File: src/rtl/core/stt_pkg.sv
`timescale 1ns / 1ps

package stt_pkg;

  // Field widths fixed by the token format
  localparam int BYTE_BITS     = 8;
  localparam int KIND_BITS     = 6;
  localparam int START_BITS    = 16;
  localparam int LEN_BITS      = 16;
  localparam int IN_DATA_BITS  = 8;
  localparam int OUT_DATA_BITS = 40;
  localparam int KW_COUNT      = 15;
  localparam int KW_SPELL_MAX  = 7;
  localparam int Q_DEPTH       = 4;
  localparam int Q_PTR_BITS    = $clog2(Q_DEPTH);

  localparam logic [LEN_BITS-1:0] LEN_MAX = '1;

  typedef logic [KIND_BITS-1:0] kind_t;
  typedef logic [BYTE_BITS-1:0] byte_t;

  // Token kinds
  localparam kind_t K_ILLEGAL   = 6'd0;
  localparam kind_t K_END       = 6'd1;
  localparam kind_t K_IDENT     = 6'd2;
  localparam kind_t K_INT_LIT   = 6'd3;
  localparam kind_t K_FLOAT_LIT = 6'd4;
  localparam kind_t K_KW_INT    = 6'd5;
  localparam kind_t K_KW_FLOAT  = 6'd6;
  localparam kind_t K_KW_CHAR   = 6'd7;
  localparam kind_t K_KW_BOOL   = 6'd8;
  localparam kind_t K_KW_VARCHR = 6'd9;
  localparam kind_t K_KW_VI     = 6'd10;
  localparam kind_t K_KW_VOID   = 6'd11;
  localparam kind_t K_KW_FOR    = 6'd12;
  localparam kind_t K_KW_WHILE  = 6'd13;
  localparam kind_t K_KW_IF     = 6'd14;
  localparam kind_t K_KW_ELSE   = 6'd15;
  localparam kind_t K_KW_RETURN = 6'd16;
  localparam kind_t K_KW_TRUE   = 6'd17;
  localparam kind_t K_KW_FALSE  = 6'd18;
  localparam kind_t K_ASSIGN    = 6'd19;
  localparam kind_t K_EQ        = 6'd20;
  localparam kind_t K_PLUS      = 6'd21;
  localparam kind_t K_MINUS     = 6'd22;
  localparam kind_t K_NOT       = 6'd23;
  localparam kind_t K_NE        = 6'd24;
  localparam kind_t K_DIV       = 6'd25;
  localparam kind_t K_MUL       = 6'd26;
  localparam kind_t K_LT        = 6'd27;
  localparam kind_t K_LE        = 6'd28;
  localparam kind_t K_GT        = 6'd29;
  localparam kind_t K_GE        = 6'd30;
  localparam kind_t K_AND       = 6'd31;
  localparam kind_t K_OR        = 6'd32;
  localparam kind_t K_SEMI      = 6'd33;
  localparam kind_t K_COMMA     = 6'd34;
  localparam kind_t K_COLON     = 6'd35;
  localparam kind_t K_LPAREN    = 6'd36;
  localparam kind_t K_RPAREN    = 6'd37;
  localparam kind_t K_LBRACE    = 6'd38;
  localparam kind_t K_RBRACE    = 6'd39;
  localparam kind_t K_LBRACKET  = 6'd40;
  localparam kind_t K_RBRACKET  = 6'd41;
  localparam kind_t KIND_LAST   = K_RBRACKET;

  // Characters
  localparam byte_t CH_NUL    = 8'h00;
  localparam byte_t CH_TAB    = 8'h09;
  localparam byte_t CH_CR     = 8'h0D;
  localparam byte_t CH_SPACE  = 8'h20;
  localparam byte_t CH_BANG   = 8'h21;
  localparam byte_t CH_AMP    = 8'h26;
  localparam byte_t CH_LPAREN = 8'h28;
  localparam byte_t CH_RPAREN = 8'h29;
  localparam byte_t CH_STAR   = 8'h2A;
  localparam byte_t CH_PLUS   = 8'h2B;
  localparam byte_t CH_COMMA  = 8'h2C;
  localparam byte_t CH_MINUS  = 8'h2D;
  localparam byte_t CH_DOT    = 8'h2E;
  localparam byte_t CH_SLASH  = 8'h2F;
  localparam byte_t CH_ZERO   = 8'h30;
  localparam byte_t CH_NINE   = 8'h39;
  localparam byte_t CH_COLON  = 8'h3A;
  localparam byte_t CH_SEMI   = 8'h3B;
  localparam byte_t CH_LT     = 8'h3C;
  localparam byte_t CH_EQUAL  = 8'h3D;
  localparam byte_t CH_GT     = 8'h3E;
  localparam byte_t CH_UP_A   = 8'h41;
  localparam byte_t CH_UP_Z   = 8'h5A;
  localparam byte_t CH_LBRACK = 8'h5B;
  localparam byte_t CH_RBRACK = 8'h5D;
  localparam byte_t CH_UNDER  = 8'h5F;
  localparam byte_t CH_LO_A   = 8'h61;
  localparam byte_t CH_LO_Z   = 8'h7A;
  localparam byte_t CH_LBRACE = 8'h7B;
  localparam byte_t CH_BAR    = 8'h7C;
  localparam byte_t CH_RBRACE = 8'h7D;

  // Scanner modes; operator modes hold a first character awaiting its second
  typedef enum logic [3:0] {
    MODE_IDLE    = 4'd0,
    MODE_WORD    = 4'd1,
    MODE_INT     = 4'd2,
    MODE_FRAC    = 4'd3,
    MODE_OP_EQ   = 4'd4,
    MODE_OP_BANG = 4'd5,
    MODE_OP_LT   = 4'd6,
    MODE_OP_GT   = 4'd7,
    MODE_OP_AMP  = 4'd8,
    MODE_OP_BAR  = 4'd9
  } mode_t;

  typedef struct packed {
    kind_t                 kind;
    logic [START_BITS-1:0] start;
    logic [LEN_BITS-1:0]   len;
  } tok_t;

  // One queue record: the tokens caused by one input byte
  typedef struct packed {
    logic two;
    tok_t t1;
    tok_t t0;
  } rec_t;

  // Keyword spellings, right-justified in the word
  localparam logic [8*KW_SPELL_MAX-1:0] KW_TEXT [KW_COUNT] = '{
    "int", "float", "char", "bool", "varchar", "vi", "void", "for",
    "forn", "while", "if", "else", "return", "true", "false"
  };
  localparam int KW_LEN [KW_COUNT] = '{3, 5, 4, 4, 7, 2, 4, 3, 4, 5, 2, 4, 6, 4, 5};
  localparam kind_t KW_KIND [KW_COUNT] = '{
    K_KW_INT, K_KW_FLOAT, K_KW_CHAR, K_KW_BOOL, K_KW_VARCHR, K_KW_VI, K_KW_VOID,
    K_KW_FOR, K_KW_FOR, K_KW_WHILE, K_KW_IF, K_KW_ELSE, K_KW_RETURN, K_KW_TRUE,
    K_KW_FALSE
  };

  function automatic logic is_letter(input byte_t b);
    return (b >= CH_LO_A && b <= CH_LO_Z) || (b >= CH_UP_A && b <= CH_UP_Z) ||
           (b == CH_UNDER);
  endfunction

  function automatic logic is_digit(input byte_t b);
    return b >= CH_ZERO && b <= CH_NINE;
  endfunction

  function automatic logic is_space(input byte_t b);
    return (b == CH_SPACE) || (b >= CH_TAB && b <= CH_CR);
  endfunction

  function automatic kind_t single_op_kind(input byte_t b);
    kind_t k;
    unique case (b)
      CH_PLUS:   k = K_PLUS;
      CH_MINUS:  k = K_MINUS;
      CH_SLASH:  k = K_DIV;
      CH_STAR:   k = K_MUL;
      CH_SEMI:   k = K_SEMI;
      CH_COMMA:  k = K_COMMA;
      CH_COLON:  k = K_COLON;
      CH_LPAREN: k = K_LPAREN;
      CH_RPAREN: k = K_RPAREN;
      CH_LBRACE: k = K_LBRACE;
      CH_RBRACE: k = K_RBRACE;
      CH_LBRACK: k = K_LBRACKET;
      CH_RBRACK: k = K_RBRACKET;
      default:   k = K_ILLEGAL;
    endcase
    return k;
  endfunction

  // Mode entered by a character that may start a two-character operator
  function automatic mode_t op_mode_of(input byte_t b);
    mode_t m;
    unique case (b)
      CH_EQUAL: m = MODE_OP_EQ;
      CH_BANG:  m = MODE_OP_BANG;
      CH_LT:    m = MODE_OP_LT;
      CH_GT:    m = MODE_OP_GT;
      CH_AMP:   m = MODE_OP_AMP;
      CH_BAR:   m = MODE_OP_BAR;
      default:  m = MODE_IDLE;
    endcase
    return m;
  endfunction

  function automatic logic is_op_mode(input mode_t m);
    return m >= MODE_OP_EQ && m <= MODE_OP_BAR;
  endfunction

  function automatic byte_t op_second(input mode_t m);
    byte_t c;
    unique case (m)
      MODE_OP_AMP: c = CH_AMP;
      MODE_OP_BAR: c = CH_BAR;
      default:     c = CH_EQUAL;
    endcase
    return c;
  endfunction

  function automatic kind_t op_single_kind(input mode_t m);
    kind_t k;
    unique case (m)
      MODE_OP_EQ:   k = K_ASSIGN;
      MODE_OP_BANG: k = K_NOT;
      MODE_OP_LT:   k = K_LT;
      MODE_OP_GT:   k = K_GT;
      default:      k = K_ILLEGAL;
    endcase
    return k;
  endfunction

  function automatic kind_t op_double_kind(input mode_t m);
    kind_t k;
    unique case (m)
      MODE_OP_EQ:   k = K_EQ;
      MODE_OP_BANG: k = K_NE;
      MODE_OP_LT:   k = K_LE;
      MODE_OP_GT:   k = K_GE;
      MODE_OP_AMP:  k = K_AND;
      default:      k = K_OR;
    endcase
    return k;
  endfunction

  // Keyword match; word byte j sits at bits [8j+:8]
  function automatic kind_t kw_lookup(input logic [8*KW_SPELL_MAX-1:0] word,
                                      input logic [LEN_BITS-1:0] len);
    kind_t                       k;
    logic                        hit;
    logic [8*KW_SPELL_MAX-1:0]   txt;
    k = K_IDENT;
    for (int i = 0; i < KW_COUNT; i++) begin
      // left-justify so that character j lands at a fixed place
      txt = KW_TEXT[i] << (8 * (KW_SPELL_MAX - KW_LEN[i]));
      hit = (len == LEN_BITS'(KW_LEN[i]));
      for (int j = 0; j < KW_SPELL_MAX; j++) begin
        if (j < KW_LEN[i] && word[8*j +: 8] != txt[8*(KW_SPELL_MAX-1-j) +: 8]) begin
          hit = 1'b0;
        end
      end
      if (hit && k == K_IDENT) begin
        k = KW_KIND[i];
      end
    end
    return k;
  endfunction

endpackage

File: src/rtl/core/stt_scan.sv
`timescale 1ns / 1ps

module stt_scan #(
  parameter int OFFSET_BITS     = 16,
  parameter int KEYWORD_MAX_LEN = 7
) (
  input  logic                  clk,
  input  logic                  rst_n,
  input  logic                  take,
  input  stt_pkg::byte_t        text_byte,
  input  logic                  end_of_text,
  output logic                  push,
  output stt_pkg::rec_t         rec
);
  import stt_pkg::*;

  localparam int IDX_BITS = $clog2(KEYWORD_MAX_LEN);

  mode_t                  mode_r, mode_nxt;
  logic [OFFSET_BITS-1:0] off_r, off_nxt;
  logic [OFFSET_BITS-1:0] begin_r, begin_nxt;
  logic [LEN_BITS-1:0]    count_r, count_nxt;
  logic                   long_r, long_nxt;
  byte_t                  word_r [KEYWORD_MAX_LEN];

  logic                   wr_en;
  logic [IDX_BITS-1:0]    wr_idx;
  logic [8*KW_SPELL_MAX-1:0] word_flat;
  logic [OFFSET_BITS+START_BITS-1:0] pos_ext, begin_ext;
  logic [START_BITS-1:0]  pos16, begin16;
  logic [LEN_BITS-1:0]    count_grown;
  logic                   b_alnum;
  logic                   fl_v, tok_a_v, tok_b_v;
  tok_t                   fl_tok, tok_b;
  kind_t                  word_kind;
  mode_t                  b_op_mode;

  // Offsets truncated or zero-extended to the token start width
  assign pos_ext   = {{START_BITS{1'b0}}, off_r};
  assign begin_ext = {{START_BITS{1'b0}}, begin_r};
  assign pos16     = pos_ext[START_BITS-1:0];
  assign begin16   = begin_ext[START_BITS-1:0];

  assign count_grown = (count_r == LEN_MAX) ? count_r : count_r + LEN_BITS'(1);
  assign b_alnum     = is_letter(text_byte) || is_digit(text_byte);
  assign b_op_mode   = op_mode_of(text_byte);

  // Keyword lookup over the buffered head of the identifier
  always_comb begin
    for (int j = 0; j < KW_SPELL_MAX; j++) begin
      word_flat[8*j +: 8] = word_r[j];
    end
  end

  assign word_kind = (long_r || count_r > LEN_BITS'(KEYWORD_MAX_LEN)) ? K_IDENT :
                     kw_lookup(word_flat, count_r);

  // Token that the pending mode yields when a byte ends it
  always_comb begin
    fl_v         = (mode_r != MODE_IDLE);
    fl_tok.start = begin16;
    fl_tok.len   = count_r;
    unique case (mode_r)
      MODE_WORD: fl_tok.kind = word_kind;
      MODE_INT:  fl_tok.kind = K_INT_LIT;
      MODE_FRAC: fl_tok.kind = K_FLOAT_LIT;
      default: begin
        fl_tok.kind = op_single_kind(mode_r);
        fl_tok.len  = LEN_BITS'(1);
      end
    endcase
  end

  // Next state and tokens for the accepted byte
  always_comb begin
    mode_nxt  = mode_r;
    off_nxt   = off_r;
    begin_nxt = begin_r;
    count_nxt = count_r;
    long_nxt  = long_r;
    wr_en     = 1'b0;
    wr_idx    = count_r[IDX_BITS-1:0];
    tok_a_v   = 1'b0;
    tok_b_v   = 1'b0;
    tok_b     = '{kind: K_END, start: pos16, len: '0};
    if (take) begin
      if (end_of_text) begin
        tok_a_v  = fl_v;
        tok_b_v  = 1'b1;
        mode_nxt = MODE_IDLE;
        off_nxt  = '0;
      end else if (mode_r == MODE_WORD && b_alnum) begin
        if (count_r < LEN_BITS'(KEYWORD_MAX_LEN)) begin
          wr_en = 1'b1;
        end else begin
          long_nxt = 1'b1;
        end
        count_nxt = count_grown;
        off_nxt   = off_r + OFFSET_BITS'(1);
      end else if ((mode_r == MODE_INT || mode_r == MODE_FRAC) &&
                   (is_digit(text_byte) || (mode_r == MODE_INT && text_byte == CH_DOT))) begin
        if (text_byte == CH_DOT) begin
          mode_nxt = MODE_FRAC;
        end
        count_nxt = count_grown;
        off_nxt   = off_r + OFFSET_BITS'(1);
      end else if (is_op_mode(mode_r) && text_byte == op_second(mode_r)) begin
        tok_b_v  = 1'b1;
        tok_b    = '{kind: op_double_kind(mode_r), start: begin16, len: LEN_BITS'(2)};
        mode_nxt = MODE_IDLE;
        off_nxt  = off_r + OFFSET_BITS'(1);
      end else begin
        // pending token ends here; the byte starts fresh
        tok_a_v  = fl_v;
        mode_nxt = MODE_IDLE;
        off_nxt  = off_r + OFFSET_BITS'(1);
        if (text_byte == CH_NUL) begin
          tok_b_v = 1'b1;
          off_nxt = '0;
        end else if (is_space(text_byte)) begin
          tok_b_v = 1'b0;
        end else if (b_alnum) begin
          begin_nxt = off_r;
          count_nxt = LEN_BITS'(1);
          if (is_digit(text_byte)) begin
            mode_nxt = MODE_INT;
          end else begin
            wr_en    = 1'b1;
            wr_idx   = '0;
            long_nxt = 1'b0;
            mode_nxt = MODE_WORD;
          end
        end else if (b_op_mode != MODE_IDLE) begin
          begin_nxt = off_r;
          count_nxt = LEN_BITS'(1);
          mode_nxt  = b_op_mode;
        end else begin
          tok_b_v = 1'b1;
          tok_b   = '{kind: single_op_kind(text_byte), start: pos16, len: LEN_BITS'(1)};
        end
      end
    end
  end

  // Pack into a queue record, first token in slot zero
  assign push    = tok_a_v || tok_b_v;
  assign rec.t0  = tok_a_v ? fl_tok : tok_b;
  assign rec.t1  = tok_b;
  assign rec.two = tok_a_v && tok_b_v;

  // Mode register
  always_ff @(posedge clk) begin
    if (!rst_n) begin
      mode_r <= MODE_IDLE;
    end else begin
      mode_r <= mode_nxt;
    end
  end

  // Position and length counters
  always_ff @(posedge clk) begin
    if (!rst_n) begin
      off_r   <= '0;
      begin_r <= '0;
      count_r <= '0;
      long_r  <= 1'b0;
    end else begin
      off_r   <= off_nxt;
      begin_r <= begin_nxt;
      count_r <= count_nxt;
      long_r  <= long_nxt;
    end
  end

  // Identifier head buffer
  always_ff @(posedge clk) begin
    if (wr_en) begin
      word_r[wr_idx] <= text_byte;
    end
  end

endmodule

File: src/rtl/core/stt_queue.sv
`timescale 1ns / 1ps

module stt_queue (
  input  logic          clk,
  input  logic          rst_n,
  input  logic          push,
  input  stt_pkg::rec_t push_rec,
  input  logic          pop,
  output stt_pkg::rec_t head,
  output logic          empty,
  output logic          full
);
  import stt_pkg::*;

  rec_t                  mem_r [Q_DEPTH];
  logic [Q_PTR_BITS-1:0] wr_ptr_r, wr_ptr_nxt;
  logic [Q_PTR_BITS-1:0] rd_ptr_r, rd_ptr_nxt;
  logic [Q_PTR_BITS:0]   cnt_r, cnt_nxt;
  logic                  do_push, do_pop;

  assign empty   = (cnt_r == '0);
  assign full    = (cnt_r == (Q_PTR_BITS+1)'(Q_DEPTH));
  assign do_push = push && !full;
  assign do_pop  = pop && !empty;
  assign head    = mem_r[rd_ptr_r];

  // Pointer and fill update
  always_comb begin
    wr_ptr_nxt = do_push ? wr_ptr_r + Q_PTR_BITS'(1) : wr_ptr_r;
    rd_ptr_nxt = do_pop  ? rd_ptr_r + Q_PTR_BITS'(1) : rd_ptr_r;
    cnt_nxt    = cnt_r;
    if (do_push && !do_pop) begin
      cnt_nxt = cnt_r + (Q_PTR_BITS+1)'(1);
    end else if (do_pop && !do_push) begin
      cnt_nxt = cnt_r - (Q_PTR_BITS+1)'(1);
    end
  end

  always_ff @(posedge clk) begin
    if (!rst_n) begin
      wr_ptr_r <= '0;
      rd_ptr_r <= '0;
      cnt_r    <= '0;
    end else begin
      wr_ptr_r <= wr_ptr_nxt;
      rd_ptr_r <= rd_ptr_nxt;
      cnt_r    <= cnt_nxt;
    end
  end

  // Record storage
  always_ff @(posedge clk) begin
    if (do_push) begin
      mem_r[wr_ptr_r] <= push_rec;
    end
  end

endmodule

File: src/rtl/core/stt_emit.sv
`timescale 1ns / 1ps

module stt_emit (
  input  logic                                clk,
  input  logic                                rst_n,
  input  stt_pkg::rec_t                       head,
  input  logic                                empty,
  output logic                                pop,
  output logic                                out_tvalid,
  input  logic                                out_tready,
  output logic [stt_pkg::OUT_DATA_BITS-1:0]   out_tdata,
  output logic                                out_tlast
);
  import stt_pkg::*;

  logic valid_r, valid_nxt;
  logic sel_r, sel_nxt;
  tok_t tok_r, tok_nxt;
  logic last_r, last_nxt;
  logic load;
  logic split;

  // Output register free, or its token taken this cycle
  assign load  = !valid_r || out_tready;
  assign split = head.two && !sel_r;

  // Walk the head record one token per transfer
  always_comb begin
    valid_nxt = valid_r;
    sel_nxt   = sel_r;
    tok_nxt   = tok_r;
    last_nxt  = last_r;
    pop       = 1'b0;
    if (load) begin
      valid_nxt = !empty;
      if (!empty) begin
        tok_nxt  = sel_r ? head.t1 : head.t0;
        last_nxt = !split;
        if (split) begin
          sel_nxt = 1'b1;
        end else begin
          sel_nxt = 1'b0;
          pop     = 1'b1;
        end
      end
    end
  end

  always_ff @(posedge clk) begin
    if (!rst_n) begin
      valid_r <= 1'b0;
      sel_r   <= 1'b0;
    end else begin
      valid_r <= valid_nxt;
      sel_r   <= sel_nxt;
    end
  end

  always_ff @(posedge clk) begin
    tok_r  <= tok_nxt;
    last_r <= last_nxt;
  end

  assign out_tvalid = valid_r;
  assign out_tlast  = last_r;
  assign out_tdata  = {{(OUT_DATA_BITS-KIND_BITS-START_BITS-LEN_BITS){1'b0}},
                       tok_r.len, tok_r.start, tok_r.kind};

endmodule

File: src/rtl/core/source_text_tokenizer.sv
`timescale 1ns / 1ps
// Channel   Dir  Transfer moves                   Ports
// in_       in   one source byte or end mark      in_tvalid/in_tready/in_tdata/in_tuser
// out_      out  one token                        out_tvalid/out_tready/out_tdata/out_tlast
//
// One byte is taken per cycle while the four-record token queue has room.
// Tokens leave at one per cycle while out_tready is high; a byte that closes a
// token and makes its own yields two tokens, so the output port sets the rate on such text.
// After its byte's transfer, a token is written to the queue and then loaded into the output register.
// Reset (rst_n low, synchronous) clears scanner mode, offset, queue and output.
// With out_tready low the queue fills and then in_tready drops.

module source_text_tokenizer #(
  parameter int OFFSET_BITS     = 16,
  parameter int KEYWORD_MAX_LEN = 7
) (
  input  logic                               clk,
  input  logic                               rst_n,
  input  logic                               in_tvalid,
  output logic                               in_tready,
  input  logic [stt_pkg::IN_DATA_BITS-1:0]   in_tdata,   // [7:0] text_byte
  input  logic                               in_tuser,   // [0] end_of_text
  output logic                               out_tvalid,
  input  logic                               out_tready,
  output logic [stt_pkg::OUT_DATA_BITS-1:0]  out_tdata,  // [5:0] token_kind,
                                                         // [21:6] token_start,
                                                         // [37:22] token_length
  output logic                               out_tlast   // last_of_run
);
  import stt_pkg::*;

  logic take;
  logic push;
  logic pop;
  logic q_empty;
  logic q_full;
  rec_t push_rec;
  rec_t head;

  assign in_tready = !q_full;
  assign take      = in_tvalid && in_tready;

  // Front: byte classification and token assembly
  stt_scan #(
    .OFFSET_BITS     (OFFSET_BITS),
    .KEYWORD_MAX_LEN (KEYWORD_MAX_LEN)
  ) u_scan (
    .clk         (clk),
    .rst_n       (rst_n),
    .take        (take),
    .text_byte   (in_tdata[BYTE_BITS-1:0]),
    .end_of_text (in_tuser),
    .push        (push),
    .rec         (push_rec)
  );

  // Decoupling queue
  stt_queue u_queue (
    .clk      (clk),
    .rst_n    (rst_n),
    .push     (push),
    .push_rec (push_rec),
    .pop      (pop),
    .head     (head),
    .empty    (q_empty),
    .full     (q_full)
  );

  // Back: token serializer and output register
  stt_emit u_emit (
    .clk        (clk),
    .rst_n      (rst_n),
    .head       (head),
    .empty      (q_empty),
    .pop        (pop),
    .out_tvalid (out_tvalid),
    .out_tready (out_tready),
    .out_tdata  (out_tdata),
    .out_tlast  (out_tlast)
  );

endmodule

File: config.mk
export PLATFORM = sky130hd
export DESIGN_NAME = source_text_tokenizer
export DESIGN_NICKNAME = d
export VERILOG_FILES = /design/src/rtl/core/stt_pkg.sv /design/src/rtl/core/stt_scan.sv /design/src/rtl/core/stt_queue.sv /design/src/rtl/core/stt_emit.sv /design/src/rtl/core/source_text_tokenizer.sv
export SDC_FILE = /design/constraint.sdc
export NUM_CORES = 1
export LEC_CHECK = 0
export ABC_AREA = 1
export BUFFER_PORTS_ARGS = -buffer_cell sky130_fd_sc_hd__buf_2
export CELL_PAD_IN_SITES_DETAIL_PLACEMENT = 0
export CELL_PAD_IN_SITES_GLOBAL_PLACEMENT = 1
export CORE_ASPECT_RATIO = 0.6
export CORE_UTILIZATION = 23
export DETAILED_ROUTE_END_ITERATION = 10
export GPL_TIMING_DRIVEN = 0
export PLACE_DENSITY = 0.45
export SYNTH_ARGS = -nofsm -noshare
export SYNTH_HDL_FRONTEND = slang
export SYNTH_SLANG_ARGS = --single-unit
File: constraint.sdc
create_clock -name clk -period 5.03 [get_ports clk]
set_input_delay 1.006 -clock clk [delete_from_list [all_inputs] [get_ports clk]]
set_output_delay 1.006 -clock clk [all_outputs]
set_load 0.02 [all_outputs]
**Yosys cells after proc, flatten, opt, wreduce, memory -nomap -nowiden**

Memory sizes are Yosys's and may differ from the RTL's. A register that Yosys moved wholly into a read port is not among the register bits.
Cells that the tools add are included.

- Reduce and logical (&&, ||, !) cells: 60
- Bitwise operators: 7
- Equality and inequality tests: 107
- Muxes and demuxes: 177
- Magnitude comparators: 12
- Add/sub/neg operators: 6

Operators by type and width:

| cell | count |
|---|---|
| 38-bit two-way mux | 11 |
| 8-bit by 7-bit inequality test with 1-bit output (second input constant) | 42 |
| 16-bit two-way mux | 16 |
| 8-bit by 6-bit equality test with 1-bit output (second input constant) | 16 |
| 1-bit two-way mux | 101 |
| 6-bit two-way mux | 15 |
| 6-bit by 2-bit equality test with 1-bit output (second input constant) | 13 |
| 6-bit one-hot mux with 13 select lines | 1 |
| 16-bit by 3-bit equality test with 1-bit output (second input constant) | 4 |
| 8-bit by 7-bit equality test with 1-bit output (second input constant) | 6 |
| 3-bit two-way mux | 12 |
| 4-bit two-way mux | 9 |
| 16-bit by 1-bit adder with 16-bit output (second input constant) | 2 |
| 16-bit by 2-bit equality test with 1-bit output (second input constant) | 2 |
| 8-bit two-way mux | 4 |
| 1-bit logical AND | 30 |
| 6-bit one-hot mux with 5 select lines | 1 |
| 4-bit one-hot mux with 6 select lines | 1 |
| 5-bit one-hot mux with 4 select lines | 1 |
| 6-bit one-hot mux with 3 select lines | 1 |
| 16-bit equality test (second input constant) | 1 |
| 4-bit by 3-bit equality test with 1-bit output (second input constant) | 4 |
| 8-bit by 7-bit >= comparator with 1-bit output (second input constant) | 2 |
| 16-bit by 3-bit greater-than comparator with 1-bit output (second input constant) | 1 |
| other kinds (36) | 73 |

- Bits in writable memories: 364
- Register bits: 101
- Output and inout port bits: 43
- Word-level logic and storage cells: 385
- Memories kept: 2
- Bits of input ports: 13

Memory list:

| memory | words | width | rd ports | clocked after memory_dff | write ports | line | text |
|---|---|---|---|---|---|---|---|
| u_queue.mem_r | 4 | 77 | 1 | 1 | 1 | stt_queue.sv:15 | `rec_t mem_r [Q_DEPTH];` |
| u_scan.word_r | 7 | 8 | 7 | 0 | 1 | stt_scan.sv:24 | `byte_t word_r [KEYWORD_MAX_LEN];` |

**Logic depth before layout (Yosys ltp)**

Gate-level depths: netlist of the first run.
An unclocked memory read counts as a cell.

- Word-level depth: 51
- Gate-level depth with buffers: 20

**By module**

Synthesis of the first run repeated with hierarchy kept, for this count alone.

- Cells, all modules: 2043
- Area, all modules: 20850.0 um^2

Modules (own cells, without submodules):

| module | cells an instance | instances | area an instance (um^2) |
|---|---|---|---|
| stt_queue | 814 | 1 | 11903.9 |
| stt_scan | 1047 | 1 | 7173.1 |
| stt_emit | 179 | 1 | 1759.2 |
| source_text_tokenizer | 3 | 1 | 13.8 |

**Least setup slack after synthesis of the first run**

No wires, ideal clock.

- Path kind: in2reg
- Start point: in in_tdata[2] (netlist bit)
- End point: mem u_queue.mem_r[0][0] (netlist bit) (enable)
- Stages on the path: 15
- Setup time: 0.484 ns
- Data arrival time: 4.864 ns
- Slack: -0.318 ns
- Required time: 4.546 ns
- Cell sequence: inv_1 -> nand2_1 -> nor2_1 -> nand2_1 -> nand3_2 -> nand3_4 -> nand2_4 -> nand2_4 -> inv_2 -> nand2_2 -> nand2_4 -> nand2_8 -> nand2_1 -> inv_2 -> nor2_1

- Cells in the longest elaborated chain, start to end: 17
- Elaborated cells on any way between the ends: 52
- Classes of those cells: order compare (8); eq/ne (10); mux (17); reduce/logical (17)

RTL lines:

| element | line | text |
|---|---|---|
| start: declaration | source_text_tokenizer.sv:21 | `input logic [stt_pkg::IN_DATA_BITS-1:0] in_tdata,` |
| 8-bit by 7-bit >= comparator with 1-bit output / 8-bit by 7-bit less-or-equal comparator with 1-bit output (equally long branches) | stt_pkg.sv:140 | `return (b >= CH_LO_A && b <= CH_LO_Z) \|\| (b >= CH_UP_A && b <= CH_UP_Z) \|\|` |
| 1-bit logical AND | stt_pkg.sv:140 |  |
| 1-bit logical OR (2 in a row) | stt_pkg.sv:140 |  |
| 1-bit logical OR | stt_scan.sv:45 | `assign b_alnum = is_letter(text_byte) \|\| is_digit(text_byte);` |
| 1-bit two-way mux | stt_scan.sv:122 | `end else if (b_alnum) begin` |
| 1-bit two-way mux | stt_scan.sv:120 | `end else if (is_space(text_byte)) begin` |
| 1-bit two-way mux | stt_scan.sv:117 | `if (text_byte == CH_NUL) begin` |
| 1-bit two-way mux | stt_scan.sv:107 | `end else if (is_op_mode(mode_r) && text_byte == op_second(mode_r)) begin` |
| 1-bit two-way mux | stt_scan.sv:100 | `end else if ((mode_r == MODE_INT \|\| mode_r == MODE_FRAC) &&` |
| 1-bit two-way mux | stt_scan.sv:92 | `end else if (mode_r == MODE_WORD && b_alnum) begin` |
| 1-bit two-way mux | stt_scan.sv:87 | `if (end_of_text) begin` |
| 1-bit two-way mux | stt_scan.sv:86 | `if (take) begin` |
| 1-bit logical OR (*) | stt_scan.sv:146 | `assign push = tok_a_v \|\| tok_b_v;` |
| 1-bit logical AND (*) | stt_queue.sv:23 | `assign do_push = push && !full;` |
| named net u_queue.do_push | stt_queue.sv:19 | `logic do_push, do_pop;` |
| 1-bit two-way mux (*) | stt_queue.sv:53 | `if (do_push) begin` |
| 1-bit two-way mux (implied by the code) (*) | stt_queue.sv:54 | `mem_r[wr_ptr_r] <= push_rec;` |
| end: declaration | stt_queue.sv:15 |  |

The timed path passes the listed nets; every way through them passes the cells marked *.

**Worst setup path after layout of the first run**

- Start point: in in_tdata[7] (netlist bit)
- End point: mem u_queue.mem_r[2][14] (netlist bit) (enable)

The elaborated chain is that of the path after synthesis.

==> run metrics, run 1 <==
CTS tree done; Die Span Y 220 um; sequential power share 42.5%; Sw Ratio 34.4%; # Max-Cap Violations 0; IO Port Bufs 53; TritonRoute pass-1 iters 5; DR vias/cell 4.44; register area share after synthesis 64.4%; layout cells sized above 1 10.6%; Crit path largest cell delay 0.44 ns; delay-heaviest family, CP simple AND/OR/NAND/NOR gates; Fin. Hold Viols 0; P_int 6.97 mW; PnR worst setup slack 1.12 ns; setup slack at placement 0.540 ns; NetSw 3.65 mW; area added between synthesis and finish 18.0%; synthesized cell area 0.0182 mm^2; Nets 1907; die extent in x 365 um; Slowest-stage cell, CP nor2_4; mux contribution to synthesized area 0%; Mapped Cells 1772; detailed-route DRC error count 0; clock root buffer clkbuf_16; Synth Flop Type edfxtp_1; worst rel slew slack 17.6%; Worst-path clk slew 0.06 ns; WP buf/inv 6; clk_lat worst skew 0.60 ns; final period utilization 77.7%; startpoint types primary input; DRT antenna net count 0; clk buf depth 3; Final setup viols 0; filler instances 8263; H-tree depth 2; die area 0.0802 mm^2; outcome finished, final reports clean; DP HPWL 42600 um; antenna violations before repair 2; Starting Density 23.3%; hold buffers post-CTS 0; Worst Path Max Fanout 27; Crit Path Class in -> reg; I/O pins 56; core area 0.0779 mm^2; Max VDD drop 0.000249 V; FF+latch count, synth 411; critical-path cell list buf_2 > inv_1 > nand2_1 > nor2_2 > nand2_1 > inv_1 > a21oi_1 > nand2_1 > nor2_1 > nand2_1 > o21ai_0 > o21ai_1 > nand2_1 > inv_2 > nor2_4 > buf_12 > buf_12; Mean Syn Cell Area 10.3 um^2; Crit. End Element flop; largest family of logic cells by synthesized area simple AND/OR/NAND/NOR gates; Slew @ Worst Pin 1.23 ns; Final Power 10.6 mW; clk_skew 0.0290 ns; Yosys warnings 0; wire length per cell 19.7 um; Core Util, Final 27.5%; CTS sink count 411; post-layout minimum cycle time 3.91 ns; post-synth cell types 57; All-Layer GR Usage 14.7%; Vias 13186; unrepaired setup endpoints after global routing false; Most common cell on crit path nand2_1; Slew Limit Fails 0; Pwr Density 495 mW/mm^2; compound-gate portion of the synthesized area 11.4%; RePlAce Congestion 0.826; first-pass GRT wire length 86000 um; post-CTS setup buffer count 0; async set-reset flop share out of synthesis 0%; vias in the first global route 12380; combinational share of power 26.6%; adder-cell share of the synthesized area 0.799%; Arrival @ worst endpoint 4.19 ns; Resized cells post-CTS 0; largest net degree at the start of global routing 28; xor and xnor area share after synthesis 0.675%; EDFF count, synth 347; WP data required 5.32 ns; Rows 79; Iter 0 DRT Violations 1166; Clock Power Share 30.9%; Worst Hold Class reg -> reg; grt ovf 0; simple-gate share of the synthesized area 17.7%; CTS Buf Count 45; drt total wl 58700 um; Fmax 256 MHz; LEAKAGE 7.35 nW
==> synth_stat cells (4+ instances only) <==
master	n	area (um^2)
a31oi_1	28	175
inv_1	144	541
o211ai_1	4	30.0
o22ai_2	10	125
buf_6	6	67.6
o21ai_0	171	856
ha_1	10	125
nor2_1	381	1430
a21oi_1	81	405
buf_2	7	35.0
buf_1	6	22.5
inv_2	9	33.8
o21ai_1	18	90.1
nand2_4	5	56.3
nor3_1	37	185
a22oi_1	4	30.0
o22ai_1	31	194
nor4_1	11	68.8
edfxtp_1	347	10400
dfxtp_1	64	1280
xor2_1	14	123
nor2_4	5	56.3
nand3_1	58	290
nand4_1	20	125
clkbuf_1	50	188
or2_2	6	37.5
nand2_1	192	721
nor2_2	5	31.3
==> through the flow <==
| step | hold WS, ns | setup TNS, ns | instance area [um^2] | std cells |
|---|---|---|---|---|
| CTS | 0.475 | 0 | 21400 | 2971 |
| finish | 0.472 | 0 | 21400 | 2972 |
| global placement | 0.458 | -1007.69 | 19800 | 2879 |
| global route | 0.501 | 0 | 21400 | 2971 |
| detailed placement | 0.465 | 0 | 20000 | 2889 |
| floorplan | 0.436 | -80.19 | 18200 | 1773 |
==> kinds of logic (layout without fill, tap and decap cells) <==
logic type | after synthesis | in the layout
fa+ha+maj | 11 | 11
flops | 411 | 411
simple gates | 742 | 742
buf+inv | 228 | 373
compound gates | 365 | 365
xor+xnor | 14 | 14
other cells | 1 | 3
==> final cells by class <==
cell class | count | area (um^2) | area share, %
clock buffer | 59 | 1180 | 5.50
clock inverter | 23 | 244 | 1.14
tap | 1053 | 1320 | 6.14
sequential | 411 | 11700 | 54.6
timing repair buffer | 63 | 473 | 2.21
antenna | 1 | 2.50 | 0.0117
inverter | 156 | 588 | 2.74
multi-input combinational | 1134 | 5610 | 26.1
buffer | 72 | 335 | 1.56
==> per-layer routing <==
metal | part of all wire (%) | vias up | track usage, %
li1 | - | 6392 | -
met1 | 58 | 6452 | 25.2
met2 | 36 | 287 | 18.4
met3 | 4.9 | 55 | 2.37
met4 | 1.3 | 0 | 2.87
met5 | 0 | - | 0
==> state kept, by name, summed over array words and instances (netlist names), 2 cells and up, named ones only <==
signal / flops
u_scan.begin16: 16
u_queue.wr_ptr_r: 2
u_scan.off_r: 16
u_emit.out_tdata: 38
u_queue.mem_r: 252
u_queue.rd_ptr_r: 2
u_scan.mode_r: 4
u_scan.count_r: 16
u_scan.word_r: 56
u_queue.cnt_r: 3
==> cells in the final DEF, fill, tap and decap left out, types with 4 or more instances in the layout <==
cell       count
or2_2          6
clkbuf_1      64
ha_1          10
buf_12         9
nor2_2         5
buf_6          6
clkinv_1      12
buf_2         60
inv_2          9
nand2_1      192
nor4_1        11
a31oi_1       27
nor2_1       377
o22ai_2       10
o211ai_1       4
a21oi_1       81
dfxtp_1       64
edfxtp_1     347
nand3_1       58
a22oi_1        4
clkbuf_16     45
o22ai_1       31
nor3_1        35
xor2_1        14
o21ai_1       18
inv_1        144
o21ai_0      171
nand4_1       20
buf_1          6
nor2_4         9
nand2_4        5
clkinv_2       5
bufinv_16      4
==> power by group through the flow <==
stage,sequential [mW],clock (mW),combinational [mW]
3_3_place_gp,4.67,0,2.77
4_1_cts,4.52,3.38,2.90
2_1_floorplan,4.82,0,1.40
5_1_grt,4.57,3.50,3.15
3_5_place_dp,4.59,0,2.89
6_report,4.51,3.28,2.83
==> worst reg2reg max path, delay by kind of cell, from the launching register on <==
family	cells	cell delay [ns]
simple gates	6	1.32
compound gates	2	1.01
flops	1	0.35
buf+inv	4	0.54
==> final timing paths <==
kind / slack, ns / cells past startpoint / end / start
max reg2reg: 1.52 / 12 / u_queue.mem_r[0][34] / u_queue.cnt_r[1]
min: 0.47 / 2 / u_queue.rd_ptr_r[1] / u_queue.rd_ptr_r[1]
min reg2reg: 0.47 / 2 / u_queue.rd_ptr_r[1] / u_queue.rd_ptr_r[1]
max: 1.12 / 17 / u_queue.mem_r[2][14] / in_tdata[7]
Power figures use the tool's default switching activity.
==> run 2, diff against run 1 <==
--- a/config.mk
+++ b/config.mk
@@ -5,7 +5,7 @@
 export SDC_FILE = /design/constraint.sdc
 export NUM_CORES = 1
 export LEC_CHECK = 0
-export ABC_AREA = 1
+export ABC_AREA = 0
 export BUFFER_PORTS_ARGS = -buffer_cell sky130_fd_sc_hd__buf_2
 export CELL_PAD_IN_SITES_DETAIL_PLACEMENT = 0
 export CELL_PAD_IN_SITES_GLOBAL_PLACEMENT = 1
@@ -13,7 +13,7 @@
 export CORE_UTILIZATION = 23
 export DETAILED_ROUTE_END_ITERATION = 10
 export GPL_TIMING_DRIVEN = 0
-export PLACE_DENSITY = 0.45
+export PLACE_DENSITY = 0.43
 export SYNTH_ARGS = -nofsm -noshare
 export SYNTH_HDL_FRONTEND = slang
 export SYNTH_SLANG_ARGS = --single-unit
==> constraint.sdc (replaced) <==
create_clock -name clk -period 3.4 [get_ports clk]
set_input_delay 0.68 -clock clk [delete_from_list [all_inputs] [get_ports clk]]
set_output_delay 0.68 -clock clk [all_outputs]
set_load 0.02 [all_outputs]
==> run 2 against run 1 <==
Power is 36% higher. Critical path depth fell by 1. Via count fell by 15%. Cell count shrank 18%. Global-route usage decreased by 1.4 points. Clock power is 50% higher. Largest power group unchanged.
==> run metrics, run 2 <==
Yosys top cell area share 58.3%; detailed-route DRC error count 0; I/O pins 56; Slew @ Worst Pin 1.17 ns; Worst-path clk slew 0.07 ns; first-pass GRT wire length 76800 um; filler instances 7676; largest net degree at the start of global routing 26; DRT antenna net count 0; post-layout minimum cycle time 3.33 ns; clk_lat worst skew 0.59 ns; Worst Path Max Fanout 13; TritonRoute pass-1 iters 5; clk_skew 0.0228 ns; post-synth cell types 88; Slew Limit Fails 0; synthesized cell area 0.0179 mm^2; EDFF count, synth 347; Pwr Density 669 mW/mm^2; grt ovf 0; worst rel slew slack 21.7%; register area share after synthesis 65.4%; Mapped Cells 1230; multi-input logic area 0.00610 mm^2; DR vias/cell 4.57; setup slack at placement -1.10 ns; Mean Syn Cell Area 14.5 um^2; Nets 1386; worst hold margin 0.373 ns; Crit. End Element flop; Final Power 14.5 mW; CTS Buf Count 43; DP HPWL 37000 um; All-Layer GR Usage 13.4%; Rows 78; Most common cell on crit path inv_1; wire length per cell 21.6 um; critical-path cell list buf_4 > buf_4 > inv_1 > a2bb2oi_1 > a211o_4 > and4_2 > a2111oi_4 > o21ba_4 > buf_12 > inv_1 > ha_1 > inv_1 > fa_1 > xor2_1 > or3_1 > a21oi_1; Iter 0 DRT Violations 839; Die Span Y 218 um; Finished Layout Cells 2438; core area 0.0762 mm^2; vias in the first global route 10918; top-count cell post-synth edfxtp_1; commonest non-fill, non-tap cell in the layout edfxtp_1; Post-synth top cells edfxtp_1 (347), nand2_1 (112), nor2_1 (78); FF+latch count, synth 411; Synth area leaders edfxtp_1 (58%), mux4_2 (7.9%), dfxtp_1 (7.2%); WL met1 29200 um; outcome finished, final reports clean; Biggest register u_queue.mem_r; Fin. Hold Viols 0; PnR worst setup slack 0.0682 ns; RePlAce Congestion 0.859; async set-reset flop share out of synthesis 0%; CTS sink count 411; Yosys warnings 0; # Max-Cap Violations 0; WP buf/inv 6; CTS tree done; Core Util, Final 28.4%; Met2 Wirelength 19500 um; unrepaired setup endpoints after global routing true; Synth Flop Type edfxtp_1; H-tree depth 2; startpoint types primary input; Crit path largest cell delay 0.40 ns; delay-heaviest family, CP compound AO/OA/AOI/OAI gates; Seq. cell area 0.0117 mm^2; Arrival @ worst endpoint 3.83 ns; IO Port Bufs 52; Final setup viols 0; WP data required 3.90 ns; setup tns final 0 ns; area added between synthesis and finish 20.9%; drt total wl 52700 um; DR top layer met4; largest area contributor in the netlist edfxtp_1; Slowest-stage cell, CP a2111oi_4; clk buf depth 3; Fmax 300 MHz; most frequent cells in the layout edfxtp_1 (347), nand2_1 (112), nor2_1 (72); Area after DPL 0.0198 mm^2; Crit Path Class in -> reg; LEAKAGE 7.02 nW; cell area after layout 0.0216 mm^2; Placed Instances 2333; DR WL met3 3340 um; final period utilization 98.0%; Worst Hold Class in -> reg; antenna violations before repair 4; Max VDD drop 0.000268 V; Vias 11151; clock root buffer clkbuf_16; Starting Density 23.5%; die extent in x 362 um; max reg flops 252; layout cells sized above 1 23.8%; die area 0.0789 mm^2
[run 2: cell types whose count changed after synthesis, moves of 32 or more]
cell     before  now
a21oi_1      81   27
inv_1       144   19
mux2_2        0   32
mux4_2        0   63
nand2_1     192  112
nor2_1      381   78
o21ai_0     171   37
[run 2: area by class of cell]
cell class	count	share of cell area, %
clock inverters	24	1.34
plain buffers	60	1.52
flip-flops and latches	411	54.1
diodes	1	0.0116
clock buffers	56	5.35
multi-input cells	741	28.2
repair buffers	85	3.06
inverters	20	0.347
well taps	1040	6.02
[run 2: kinds of logic after synthesis]
logic type	share of synthesized area, %
simple gates	13.7
other cells	0.0210
mux	12.0
buf+inv	2.08
fa+ha+maj	0.812
flops	65.4
compound gates	5.35
xor+xnor	0.637
[run 2: what timing repair did]
| item | CTS | global route |
|---|---|---|
| pin swaps | 2 | 8 |
| hold buffers | 0 | 0 |
| buffers inserted | 6 | 17 |
| resized for setup | 32 | 22 |
| cloned | 2 | 0 |
| endpoints found under the setup margin | 345 | 135 |
[run 2: layer usage]
metal	track usage (%)	vias to the layer above
li1	-	5085
met1	22.1	5694
met2	16.7	317
met3	3.19	55
met4	2.77	0
met5	0	-
[run 2: path summary, 6_finish.rpt]
kind / start / endpoint / slack (ns) / cells past startpoint
max: in_tdata[3] / u_queue.cnt_r[2] / 0.07 / 16
max reg2reg: u_scan.mode_r[0] / u_queue.cnt_r[2] / 0.09 / 15
min: in_tdata[1] / u_scan.word_r[1][1] / 0.37 / 1
min reg2reg: u_emit.out_tvalid / u_emit.out_tvalid / 0.50 / 2
[run 2: where the power goes]
group	total [mW]	internal [mW]	switching, mW
Clock	4.92	2.87	2.05
Combinational	3.20	1.32	1.87
Sequential	6.34	6.18	0.156
